$ cat src/rtl/bpm_ram.sv
`timescale 1ns / 1ps

module bpm_ram #(
  parameter int unsigned WIDTH = 32,
  parameter int unsigned DEPTH = 64
) (
  input  logic                     clk_i,
  input  logic                     we_i,
  input  logic [$clog2(DEPTH)-1:0] waddr_i,
  input  logic [WIDTH-1:0]         wdata_i,
  input  logic [$clog2(DEPTH)-1:0] raddr_i,
  output logic [WIDTH-1:0]         rdata_o
);

  logic [WIDTH-1:0] mem_q [DEPTH];
  logic [WIDTH-1:0] rdata_q;

  // one write port, one registered read port
  always_ff @(posedge clk_i) begin
    if (we_i) begin
      mem_q[waddr_i] <= wdata_i;
    end
    rdata_q <= mem_q[raddr_i];
  end

  assign rdata_o = rdata_q;

endmodule

$ cat config.mk
export PLATFORM = sky130hd
export DESIGN_NAME = bpm_ram
export DESIGN_NICKNAME = d
export VERILOG_FILES = /design/src/rtl/bpm_ram.sv
export SDC_FILE = /design/constraint.sdc
export NUM_CORES = 2
export LEC_CHECK = 0
export BUFFER_PORTS_ARGS = -buffer_cell sky130_fd_sc_hd__buf_2
export CAP_MARGIN = 30
export CORE_MARGIN = 2
export CORE_UTILIZATION = 40
export CTS_CLUSTER_DIAMETER = 200
export DETAILED_ROUTE_END_ITERATION = 8
export GPL_ROUTABILITY_DRIVEN = 0
export RECOVER_POWER = 25
export SYNTH_ARGS = -nofsm -noshare
export SYNTH_HDL_FRONTEND = slang
export SYNTH_SLANG_ARGS = --single-unit
$ cat constraint.sdc
create_clock -name clk_i -period 3.82 [get_ports clk_i]
set_clock_uncertainty 0.1 [all_clocks]
set_input_delay 0.764 -clock clk_i [delete_from_list [all_inputs] [get_ports clk_i]]
set_output_delay 0.764 -clock clk_i [all_outputs]
set_load 0.02 [all_outputs]
==> impl.org <==
** Outcome
- Outcome :: finished with violations
- The final reports fail on max-capacitance violations, max-slew violations.

** Route
- Vias :: 37218
- In the routed design, unresolved DRC markers number 0.
- For this block, the initial DRC count from the detailed router was 4328.
- Routed wire length :: 204000 um
- Detailed-route vias per instance :: 5.73
- Dividing the detail-routed wire length by the instance count gives 31.4 um.
- For this run, the detailed router's first-pass iteration total came to 7.
- The detail route stage leaves a number of antenna-violating nets equal to 0.

** Worst setup path
- Crit path max-delay family :: buffers and inverters
- Reg2Reg Launch Point :: mem_q[11][1]
- Endpoint of the worst register-to-register path :: rdata_o[1]
- STA classifies the critical path endpoint as a flip-flop.
- Cell type of the slowest stage on the worst timing path :: sky130_fd_sc_hd__clkbuf_1
- Startpoint types :: primary input
- The critical path in this run is classified as primary input to flip-flop.
- In this run the worst path has a maximum fanout of 52.
- The critical path goes through clkbuf_1 -> clkbuf_1.
- Setup slack on the worst reg-to-reg path comes out at 1.37 ns.
- Count of buffering cells on the critical path with inverters included :: 2
- STA puts the critical path data arrival time at 3.04 ns.
- The largest single stage delay on the critical path is 1.80 ns.
- Data required time at the worst endpoint :: 3.99 ns
- Library cell appearing most often on the critical path :: sky130_fd_sc_hd__clkbuf_1
- FF-to-FF path depth :: 4

** Logic synthesis
- The number of nets in the synthesized netlist is 3370.
- The top cell type by area accounts for 78.3% of the synthesized area.
- Counting flops and latches in the post-synthesis netlist gives 2080.
- For this run, the number of Yosys warnings is 0.
- Post-synthesis async set-or-reset flop share :: 0%
- In this run, distinct cell masters in the synthesized netlist total 34.
- After synthesis, flip-flops and latches occupy 79.1% of the total area.
- Library cell occupying the most area in the post-synthesis netlist :: sky130_fd_sc_hd__edfxtp_1
- Counting flops with a built-in enable in the synthesized netlist gives 2048.
- Avg Synthesized Cell Area :: 23.6 um2
- Predominant post-synthesis flop cell :: sky130_fd_sc_hd__edfxtp_1
- Top post-synthesis cells by area :: sky130_fd_sc_hd__edfxtp_1, sky130_fd_sc_hd__mux4_2, sky130_fd_sc_hd__mux2i_1, sky130_fd_sc_hd__dfxtp_1, sky130_fd_sc_hd__o22ai_1
- Area of the mapped netlist :: 78500 um2
- Synthesis produced a netlist whose cell count is 3324.

** Clock tree
- Deepest clock path buffer count :: 3
- Post-CTS setup buffers :: 0
- CTS built an H-tree with a depth of 4.
- Hold-fix buffers, CTS :: 0
- CTS Buf Count :: 205
- Source-to-sink clock delay at the later pin of the worst-skew pair :: 0.85 ns
- TritonCTS built the clock tree.
- Clock-pin slew was measured on the worst setup and hold paths at 0.06 ns.
- The clock drives 2080 sinks.
- After clock tree synthesis, the repair step resized 0 gates.
- The tree is rooted in a sky130_fd_sc_hd__clkbuf_16.

** Final layout
- Share of post-route cells with drive strength above 1 :: 31.2%
- The net count of the finished layout is 3740.
- Commonest non-fill, non-tap cells in the layout :: sky130_fd_sc_hd__edfxtp_1, sky130_fd_sc_hd__mux4_2, sky130_fd_sc_hd__clkbuf_16
- Most common cell after layout, fill and taps aside :: sky130_fd_sc_hd__edfxtp_1
- Compared with the post-synthesis result, the final layout area differs by 16.1%.

** Global route
- For this run the aggregate overflow at the end of global routing stands at 0.
- Pin count of the biggest net entering global routing :: 65
- Global-route wire length before repair :: 289000 um
- Via count of the first global-routing pass :: 37868
- Across every metal layer, demand over resource in global routing totals 20.5%.
- Number of antenna violations at the first check in global routing :: 18

** STA
- Actual slew at the worst max-slew pin :: 2.54 ns
- Worst max-slew margin expressed relative to the limit :: -69.2%
- The worst path in the final design needs a cycle of 2.87 ns, including I/O delays and setup.
- RSZ-0062 raised after global routing :: false
- Maximum operating frequency :: 0.349 GHz
- Number of slew-limit violations in the final report :: 877
- Final Hold Vio Count :: 0
- Final hold analysis gives a worst-case slack of 0.198 ns.
- Share of the clock period used by the worst path after layout :: 75.1%
- # setup viols final :: 0
- Summed over all failing endpoints, the final setup total negative slack is 0 ns.

** Job
- Across the run, the number of max-cap violations was 16.

** Power
- LEAKAGE :: 28.3 nW
- Power density over the cells :: 520 nW/um2
- Across the VDD grid, the largest voltage drop is 414 uV.

** Die
- The floorplan has 162 rows.
- The total area inside the core boundary comes to 195000 um2.
- Horizontal die dimension :: 447 um
- In this run the vertical extent of the chip is 447 um.
- Initial Utilization :: 40.3%
- Die area :: 200000 um2
- Number of I/O pins :: 78

** Min path
- The path with the worst hold slack has its endpoint at mem_q[33][5].
- Counting instances, the worst hold path has a depth of 1.
- The tightest min-delay check is of the primary input to flip-flop type.
- The startpoint identified for the worst hold timing path is wdata_i[5].

** Place
- The count of buffers added on input and output ports is 77.
- Detail Placement HPWL :: 120000 um
==> registers in the layout (all words and copies together), names as in the netlist <==
name     cells
rdata_o     32
mem_q     2048
==> power by group <==
group	leakage (nW)	switching, mW	internal (mW)
combinational	6.47	1.49	0.943
sequential	18.7	0.123	25.3
clock	3.17	8.50	11.1
==> routing by layer <==
layer	global-route usage [%]	wire, um	vias to the layer above
li1	-	-	15051
met1	29.0	84200	20358
met2	33.1	99800	1541
met3	3.29	14800	266
met4	5.69	5240	2
met5	0	14	-
==> area by class of cell <==
class / count / area, um2
fill: 15888 / 104000
clock buffer: 267 / 5460
multi-input combinational: 1062 / 16000
timing repair buffer: 345 / 3280
clock inverter: 107 / 992
antenna: 14 / 35.0
tap: 2624 / 3280
sequential: 2080 / 62100
==> how the worst max path moves through the flow <==
stage / startpoint / end / depth (start not counted)
after floorplan: waddr_i[5] / mem_q[39][0] / 4
final: wdata_i[28] / mem_q[4][28] / 2
after global routing: wdata_i[4] / mem_q[18][4] / 2
after global placement: raddr_i[0] / rdata_o[3] / 7
after CTS: raddr_i[0] / rdata_o[3] / 7
after detailed placement: raddr_i[0] / rdata_o[3] / 7
==> cell usage after synthesis (4+ instances only) <==
cell / number
sky130_fd_sc_hd__edfxtp_1: 2048
sky130_fd_sc_hd__nand3b_1: 5
sky130_fd_sc_hd__buf_1: 21
sky130_fd_sc_hd__nor2b_1: 15
sky130_fd_sc_hd__buf_4: 25
sky130_fd_sc_hd__and3_1: 4
sky130_fd_sc_hd__o22ai_1: 84
sky130_fd_sc_hd__clkbuf_1: 74
sky130_fd_sc_hd__o221ai_1: 27
sky130_fd_sc_hd__a22oi_1: 12
sky130_fd_sc_hd__mux2i_1: 93
sky130_fd_sc_hd__nor3_1: 7
sky130_fd_sc_hd__nand2_1: 26
sky130_fd_sc_hd__buf_2: 57
sky130_fd_sc_hd__o32ai_1: 4
sky130_fd_sc_hd__a41o_1: 4
sky130_fd_sc_hd__mux4_2: 544
sky130_fd_sc_hd__nand2b_1: 8
sky130_fd_sc_hd__nor2_1: 137
sky130_fd_sc_hd__buf_6: 5
sky130_fd_sc_hd__dfxtp_1: 32
sky130_fd_sc_hd__a311oi_1: 8
sky130_fd_sc_hd__nand3_1: 5
sky130_fd_sc_hd__a21oi_1: 62
==> metrics by stage <==
step | worst slack, ns | std cells | power, mW | utilization [%] | instance area (um2)
6_report | 0.952 | 6499 | 47.4 | 46.8 | 91200
4_1_cts | 0.959 | 6479 | 47.8 | 46.8 | 91300
3_3_place_gp | 0.125 | 6085 | 28.3 | 43.3 | 84500
3_5_place_dp | 0.123 | 6105 | 28.4 | 43.5 | 84900
2_1_floorplan | 0.304 | 3324 | 27.1 | - | 78500
5_1_grt | 0.786 | 6490 | 48.8 | 46.7 | 91200
==> cell families (layout without fill, tap and decap cells) <==
group / after synthesis / in the layout / synth area share (%)
buffers and inverters: 182 / 719 / 1.13
AND/OR/NAND/NOR: 223 / 223 / 1.27
flip-flops: 2080 / 2080 / 79.1
multiplexers: 637 / 637 / 16.8
AO/OA/AOI/OAI: 202 / 202 / 1.67
other: 0 / 14 / 0
(Power assumes the default switching activity.)
