===== config.mk =====
export PLATFORM = sky130hd
export DESIGN_NAME = bpm_div
export DESIGN_NICKNAME = d
export VERILOG_FILES = /design/src/rtl/bpm_div.sv
export SDC_FILE = /design/constraint.sdc
export NUM_CORES = 1
export LEC_CHECK = 0
export BUFFER_PORTS_ARGS = -buffer_cell sky130_fd_sc_hd__buf_2
export CELL_PAD_IN_SITES_DETAIL_PLACEMENT = 1
export CELL_PAD_IN_SITES_GLOBAL_PLACEMENT = 2
export CORE_MARGIN = 2
export CORE_UTILIZATION = 39
export DETAILED_ROUTE_END_ITERATION = 16
export PLACE_DENSITY_LB_ADDON = 0.1
export SYNTH_ARGS = -nofsm -noshare
export SYNTH_HDL_FRONTEND = slang
export SYNTH_SLANG_ARGS = --single-unit

===== constraint.sdc =====
create_clock -name clk_i -period 6.6 [get_ports clk_i]
set_input_delay 0.99 -clock clk_i [delete_from_list [all_inputs] [get_ports clk_i]]
set_output_delay 0.99 -clock clk_i [all_outputs]
set_load 0.01 [all_outputs]

===== src/rtl/bpm_div.sv =====
`timescale 1ns / 1ps

module bpm_div #(
  parameter int unsigned NUM_W = 34,
  parameter int unsigned DEN_W = 32
) (
  input  logic             clk_i,
  input  logic             rst_ni,
  input  logic             start_i,
  input  logic [NUM_W-1:0] num_i,
  input  logic [DEN_W-1:0] den_i,
  output logic             done_o,
  output logic [NUM_W-1:0] quot_o
);

  localparam int unsigned CntW = $clog2(NUM_W + 1);

  logic             busy_q;
  logic             done_q;
  logic [CntW-1:0]  cnt_q;
  logic [NUM_W-1:0] acc_q;
  logic [DEN_W-1:0] den_q;
  logic [DEN_W-1:0] rem_q;

  logic [DEN_W:0]   rem_sh;
  logic             fits;
  logic [DEN_W:0]   rem_d;

  // one restoring step: shift in the next numerator bit, try to subtract
  always_comb begin
    rem_sh = {rem_q, acc_q[NUM_W-1]};
    fits   = rem_sh >= {1'b0, den_q};
    rem_d  = fits ? (rem_sh - {1'b0, den_q}) : rem_sh;
  end

  // numerator shifts out at the top while quotient bits shift in at the bottom
  always_ff @(posedge clk_i or negedge rst_ni) begin
    if (!rst_ni) begin
      busy_q <= 1'b0;
      done_q <= 1'b0;
      cnt_q  <= '0;
    end else begin
      done_q <= busy_q && !start_i && (cnt_q == CntW'(1));
      if (start_i) begin
        busy_q <= 1'b1;
        cnt_q  <= CntW'(NUM_W);
      end else if (busy_q) begin
        cnt_q <= cnt_q - CntW'(1);
        if (cnt_q == CntW'(1)) begin
          busy_q <= 1'b0;
        end
      end
    end
  end

  // datapath needs no reset
  always_ff @(posedge clk_i) begin
    if (start_i) begin
      acc_q <= num_i;
      den_q <= den_i;
      rem_q <= '0;
    end else if (busy_q) begin
      acc_q <= {acc_q[NUM_W-2:0], fits};
      rem_q <= rem_d[DEN_W-1:0];
    end
  end

  assign done_o = done_q;
  assign quot_o = acc_q;

endmodule


==> summary.md, run 1 <==
| Metric | Value |
|---|---|
| Ports | approximately 100 |
| Residual DRC | 0 |
| Max FO, Critical Path | 27 |
| Setup violations, final | 0 |
| CTS tree | yes |
| Status | finished, final reports clean |
| Die height | between 100 and 150 um |
| Syn Area/Cell | ~10 um2 |
| Post-synth EDFFs | 66 |
| Share of layout cells above drive strength 1 | 0.260 |
| PortBufs | between 100 and 150 |
| CTS H-tree lvls | 3 |
| Setup TNS | 0 ns |
| Clk_lat worst skew | between 0.3 and 0.4 ns |
| Metal3 WL | 467 um |
| Layout area overhead | 15.9% |
| Nets@finish | a little under 800 |
| Synth cell count leaders | edfxtp_1 (66), nor2_1 (58), inv_1 (49) |
| Top Metal Used | met4 |
| Tmin final | about 3.9 ns |
| Global placer's final weighted congestion | roughly 0.8 |
| Final Cycle Share | 0.585 |
| Worst setup margin | between 2 and 3 ns |
| CTS Buf Count | 9 |
| Pre-CTS WS | around 2.7 ns |
| DP Cell Count | 893 |
| Top_reg_cell synth | edfxtp_1 |
| Largest net degree at the start of global routing | 64 |
| Initial antenna violation count | 0 |
| Max cap viols | 0 |
| Core ar. | 15800 um2 |
| Most common cell in the synthesized netlist | edfxtp_1 |
| Hold_buf cts | 0 |
| Sequential cell area | approximately 2800 um2 |
| WL met1 | between 6000 and 7000 um |
| HPWL after DPL | 11400 um |
| # fillers | around 1800 |
| Gate power share | 0.443 |
| Post-Syn Area | about 6200 um2 |
| Synthesized flop and latch total | 106 |
| Area leader, netlist | edfxtp_1 |
| Area of the multi-input gates | slightly above 3000 um2 |
| Vias in the first global route | roughly 5000 |
| Worst setup EP type | flop |
| Total gr overflow | 0 |
| Vias per std cell | between 5 and 6 |
| Routed len/inst | about 17 um |
| Critical path required time | roughly 7 ns |
| Root buffer cell | clkbuf_16 |
| Max IR drop VDD | between 0.1 and 0.15 mV |
| Switching pwr | around 0.0010 W |
| Post-placement cell area | a little under 7000 um2 |
| Slew Viols, Final | 0 |
| Clk pin slew, worst setup/hold paths | approximately 0.090 ns |
| # resized after CTS | 0 |
| Most area-consuming cells after synthesis | edfxtp_1 (32%), dfxtp_1 (10%), ha_1 (6.8%) |
| Pint | ~0.0016 W |
| Final hold vios | 0 |
| Clock Path Buffers | 2 |
| Switching share of power | 0.394 |
| Sequential Power Share | 0.345 |
| Finished Cell Area | between 7000 and 8000 um2 |
| Drt first pass iters | 4 |
| Slew at the pin with the worst max-slew slack | 0.989 ns |
| Die Footprint | roughly 17000 um2 |
| Post-synthesis cell count | 600 |
| Initial Util | 0.396 |
| Die X | between 100 and 150 um |
| YS warnings | 0 |
| Min-delay worst type | input port to asynchronous set/reset pin |
| Kind of critical path | flop to flop |
| Row Count | 46 |
| Worst Setup Start Kind | flop |
| Yosys top cell area share | 0.318 |
| Post-Route Skew | between 0.01 and 0.015 ns |
| Antenna diodes | 0 |
| Synth unique cells | between 70 and 80 |
| Setup bufs post-CTS | 0 |
| F_max | 259 MHz |
| GRT Total Usage | 0.192 |
| Met2 Wirelength | a little under 8000 um |
| Data arrival, critical path | slightly above 4 ns |
| Async set-or-reset flop fraction in the synthesized netlist | 0.0755 |
| Net Count, Synth | 704 |
| Clk sinks | between 100 and 150 |
| Final wirelength | roughly 16000 um |
| RSZ-0062 raised after global routing | false |
| Cell Count, Final, Fillers Out | slightly above 900 |
| Max-Slew Margin vs Limit | 0.341 |
| DR iter-0 viols | ~200 |
| First-pass GRT wire length | 25700 um |
| Number of nets with antenna violations after routing | 0 |
| Post-synthesis sequential area ratio | 0.452 |
| Leakage | between 3 and 4 nW |
| DR vias | approximately 4800 |
| Clock group share of total power | 0.212 |
| Cell Pwr Density | around 370 nW/um2 |
[power by group through the flow]
stage	Sequential (W)	Clock (W)	Combinational (W)
2_1_floorplan	0.000918	0	0.000894
3_3_place_gp	0.000919	0	0.00115
3_5_place_dp	0.000925	0	0.00117
4_1_cts	0.000913	0.000577	0.00118
5_1_grt	0.000930	0.000602	0.00131
6_report	0.000912	0.000560	0.00117
[layout make-up]
cell class,instances,area share
sequential,106,0.390
inverter,49,0.0254
timing repair buffer,108,0.0768
tap,216,0.0374
clock inverter,7,0.0114
multi-input combinational,414,0.427
clock buffer,9,0.0311
[state kept, by name, summed over array words and instances, names as in the netlist]
register	cells
quot_o	34
den_q	32
rem_q	32
cnt_q	6
busy_q	1
done_o	1
[worst max-delay path, cell delays in order, from the launching register on]
cell,delay (ns)
edfxtp_1,0.32
inv_1,0.04
ha_1,0.47
nand3_1,0.20
nor4_1,0.34
and4_1,0.23
a311o_2,0.15
a2111oi_4,0.05
o31ai_4,0.85
buf_4,0.52
mux2_1,0.39
a211oi_2,0.21
[layout by cell type (no fill, tap or decap), types with 11 or more instances in the layout]
cell type  Yosys  layout
a21o_1        11      11
o21ai_0       17      17
nor2_1        58      58
dfxtp_1       32      32
buf_2          7     102
xor2_1        12      12
a211oi_1      22      22
mux2i_1       24      24
nand2_1       45      45
edfxtp_1      66      66
xnor2_1       15      15
inv_1         49      49
ha_1          34      34
mux2_2        36      36
a21oi_1       23      23
[worst paths after layout]
check	slack, ns	cells past startpoint	start	to
max in group asynchronous	5.97	1	rst_ni	busy_q$_DFF_PN0_
worst max-delay path	2.74	11	den_q[15]$_DFFE_PP_	rem_q[0]$_SDFFE_PP0P_
worst min-delay path	0.45	1	rst_ni	cnt_q[0]$_DFFE_PN0P_
worst min register to register	0.47	2	rem_q[31]$_SDFFE_PP0P_	rem_q[31]$_SDFFE_PP0P_
worst max register to register	2.74	11	den_q[15]$_DFFE_PP_	rem_q[0]$_SDFFE_PP0P_
min in group clk_i	0.47	2	rem_q[31]$_SDFFE_PP0P_	rem_q[31]$_SDFFE_PP0P_
[cell families after synthesis]
family / after synthesis / synth area share
compound gates: 141 / 0.171
xor+xnor: 27 / 0.0379
fa+ha+maj: 35 / 0.0714
buf+inv: 80 / 0.0525
flops: 106 / 0.452
mux: 61 / 0.105
simple gates: 150 / 0.110
[stage by stage]
stage | hold slack (ns) | util | total power, W
3_3_place_gp | 0.444 | 0.439 | 0.00207
3_5_place_dp | 0.460 | 0.439 | 0.00210
2_1_floorplan | 0.426 | - | 0.00181
6_report | 0.452 | 0.459 | 0.00264
4_1_cts | 0.448 | 0.459 | 0.00267
5_1_grt | 0.449 | 0.459 | 0.00284
[layer usage]
layer  GRT usage  vias to the layer above
met5           0                        -
met4      0.0488                        0
met3      0.0383                       14
met2       0.340                       69
met1       0.240                     2343
li1            -                     2366
No activity file was read; power rests on OpenSTA's default activity.
==> run 2: changes to the inputs <==
--- a/config.mk
+++ b/config.mk
@@ -9,7 +9,7 @@
 export CELL_PAD_IN_SITES_DETAIL_PLACEMENT = 1
 export CELL_PAD_IN_SITES_GLOBAL_PLACEMENT = 2
 export CORE_MARGIN = 2
-export CORE_UTILIZATION = 39
+export CORE_UTILIZATION = 36
 export DETAILED_ROUTE_END_ITERATION = 16
 export PLACE_DENSITY_LB_ADDON = 0.1
 export SYNTH_ARGS = -nofsm -noshare
==> constraint.sdc (replaced) <==
create_clock -name clk_i -period 3.92 [get_ports clk_i]
set_input_delay 0.588 -clock clk_i [delete_from_list [all_inputs] [get_ports clk_i]]
set_output_delay 0.588 -clock clk_i [all_outputs]
set_load 0.01 [all_outputs]
==> summary.md, run 2 (synthesis gave the netlist of run 1 again) <==
| Metric | Value |
|---|---|
| Finished Cell Area | about 7300 um2 |
| DP Cell Count | between 900 and 1000 |
| Max IR drop VDD | 0.249 mV |
| Number of nets with antenna violations after routing | 0 |
| Clk_lat worst skew | ~0.36 ns |
| Kind of critical path | flop to flop |
| Ports | about 100 |
| F_max | around 290 MHz |
| Share of layout cells above drive strength 1 | 0.264 |
| Global placer's final weighted congestion | 0.815 |
| First-pass GRT wire length | around 27000 um |
| Vias in the first global route | around 5100 |
| Residual DRC | 0 |
| Commonest non-fill, non-tap cell in the layout | buf_2 |
| Max cap viols | 0 |
| GRT Total Usage | 0.182 |
| Data arrival, critical path | approximately 3.7 ns |
| Setup TNS | 0 ns |
| Core ar. | 17100 um2 |
| Max FO, Critical Path | 18 |
| Clk pin slew, worst setup/hold paths | around 0.08 ns |
| Initial Util | 0.365 |
| Worst Setup Start Kind | flop |
| Total power | 0.00447 W |
| Max-Slew Margin vs Limit | 0.398 |
| Die height | between 100 and 150 um |
| Critical path required time | roughly 4.2 ns |
| Slew Viols, Final | 0 |
| CTS H-tree lvls | 3 |
| Tmin final | between 3 and 4 ns |
| Hold_buf cts | 0 |
| RSZ-0062 raised after global routing | false |
| Min-delay worst type | input port to asynchronous set/reset pin |
| DR vias | around 4900 |
| Clk sinks | about 110 |
| Post-Route Skew | between 0.01 and 0.015 ns |
| Vias per std cell | between 5 and 6 |
| Slew at the pin with the worst max-slew slack | ~0.9 ns |
| Root buffer cell | clkbuf_16 |
| Initial antenna violation count | 0 |
| Clock Path Buffers | 2 |
| Total gr overflow | 0 |
| Setup bufs post-CTS | 0 |
| Final Cycle Share | 0.877 |
| Largest net degree at the start of global routing | a little under 50 |
| DR iter-0 viols | around 130 |
| Drt first pass iters | 4 |
| Cell Pwr Density | 614 nW/um2 |
| Status | finished, final reports clean |
| CTS Buf Count | 9 |
| Setup violations, final | 0 |
| Layout area overhead | 16.6% |
| Most frequent cells in the layout | buf_2 (102), edfxtp_1 (66), nor2_1 (58) |
| Nets@finish | approximately 800 |
| Antenna diodes | 0 |
| Die Footprint | roughly 18000 um2 |
| PortBufs | between 100 and 150 |
| CTS tree | yes |
| HPWL after DPL | about 12000 um |
| Worst setup EP type | flop |
| Die X | 136 um |
| Post-placement cell area | around 7000 um2 |
| # resized after CTS | 0 |
| Routed len/inst | about 17 um |
| Final wirelength | between 15000 and 20000 um |
| Cell Count, Final, Fillers Out | roughly 920 |
| Row Count | 48 |
| Leakage | 3.14 nW |
| Final hold vios | 0 |
| Max reg flops | 34 |
| Layout Utilization | 0.425 |
run 2: cell count changes in the layout (fill, tap and decap cells not counted), sizes merged:
cell      change
buf           +5
clkinvlp      -1
inv           +1
run 2: layout make-up:
| type | instances | area (um2) |
|---|---|---|
| fillers | 1940 | 9840 |
| multi-input cells | 414 | 3090 |
| flip-flops and latches | 106 | 2820 |
| repair buffers | 113 | 606 |
| well taps | 225 | 282 |
| clock buffers | 9 | 225 |
| inverters | 49 | 184 |
| clock inverters | 7 | 68.8 |
run 2: per-layer routing:
metal | track usage | part of all wire
met1 | 0.229 | 0.46
met5 | 0 | 0
met2 | 0.312 | 0.48
met3 | 0.0434 | 0.045
met4 | 0.0527 | 0.013
run 2: through the flow:
| step | hold slack (ns) | setup slack (ns) |
|---|---|---|
| 5_1_grt | 0.0548 | 0.176 |
| 4_1_cts | 0.0496 | 0.418 |
| 3_5_place_dp | 0.446 | 0.402 |
| 2_1_floorplan | 0.292 | 1.18 |
| 3_3_place_gp | 0.436 | 0.583 |
| 6_report | 0.0543 | 0.481 |
run 2: path summary, 6_finish.rpt:
| path | start | to | slack [ns] | depth (start not counted) |
|---|---|---|---|---|
| hold / removal | rst_ni | cnt_q[2]$_DFFE_PN0P_ | 0.05 | 1 |
| setup reg to reg | den_q[13]$_DFFE_PP_ | rem_q[4]$_SDFFE_PP0P_ | 0.48 | 11 |
| hold reg to reg | rem_q[31]$_SDFFE_PP0P_ | rem_q[31]$_SDFFE_PP0P_ | 0.46 | 2 |
| max in group asynchronous | rst_ni | cnt_q[1]$_DFFE_PN0P_ | 3.69 | 1 |
| min in group clk_i | den_i[0] | den_q[0]$_DFFE_PP_ | 0.40 | 1 |
| setup / recovery | den_q[13]$_DFFE_PP_ | rem_q[4]$_SDFFE_PP0P_ | 0.48 | 11 |
run 2: worst max-delay path, cell delays in order, from the launching register on:
cell and delay (ns):
edfxtp_1 0.33, inv_1 0.04, ha_1 0.41, nand4_1 0.24, nor4_1 0.38, and4_1 0.24, a311o_2 0.15, a2111oi_4 0.05
o31ai_4 0.79, buf_4 0.32, mux2i_1 0.10, a211oi_1 0.28
run 2: report_power, final:
| part | internal (W) | switching [W] |
|---|---|---|
| registers | 0.00140 | 0.000146 |
| logic | 0.000871 | 0.00113 |
| clock network | 0.000451 | 0.000476 |
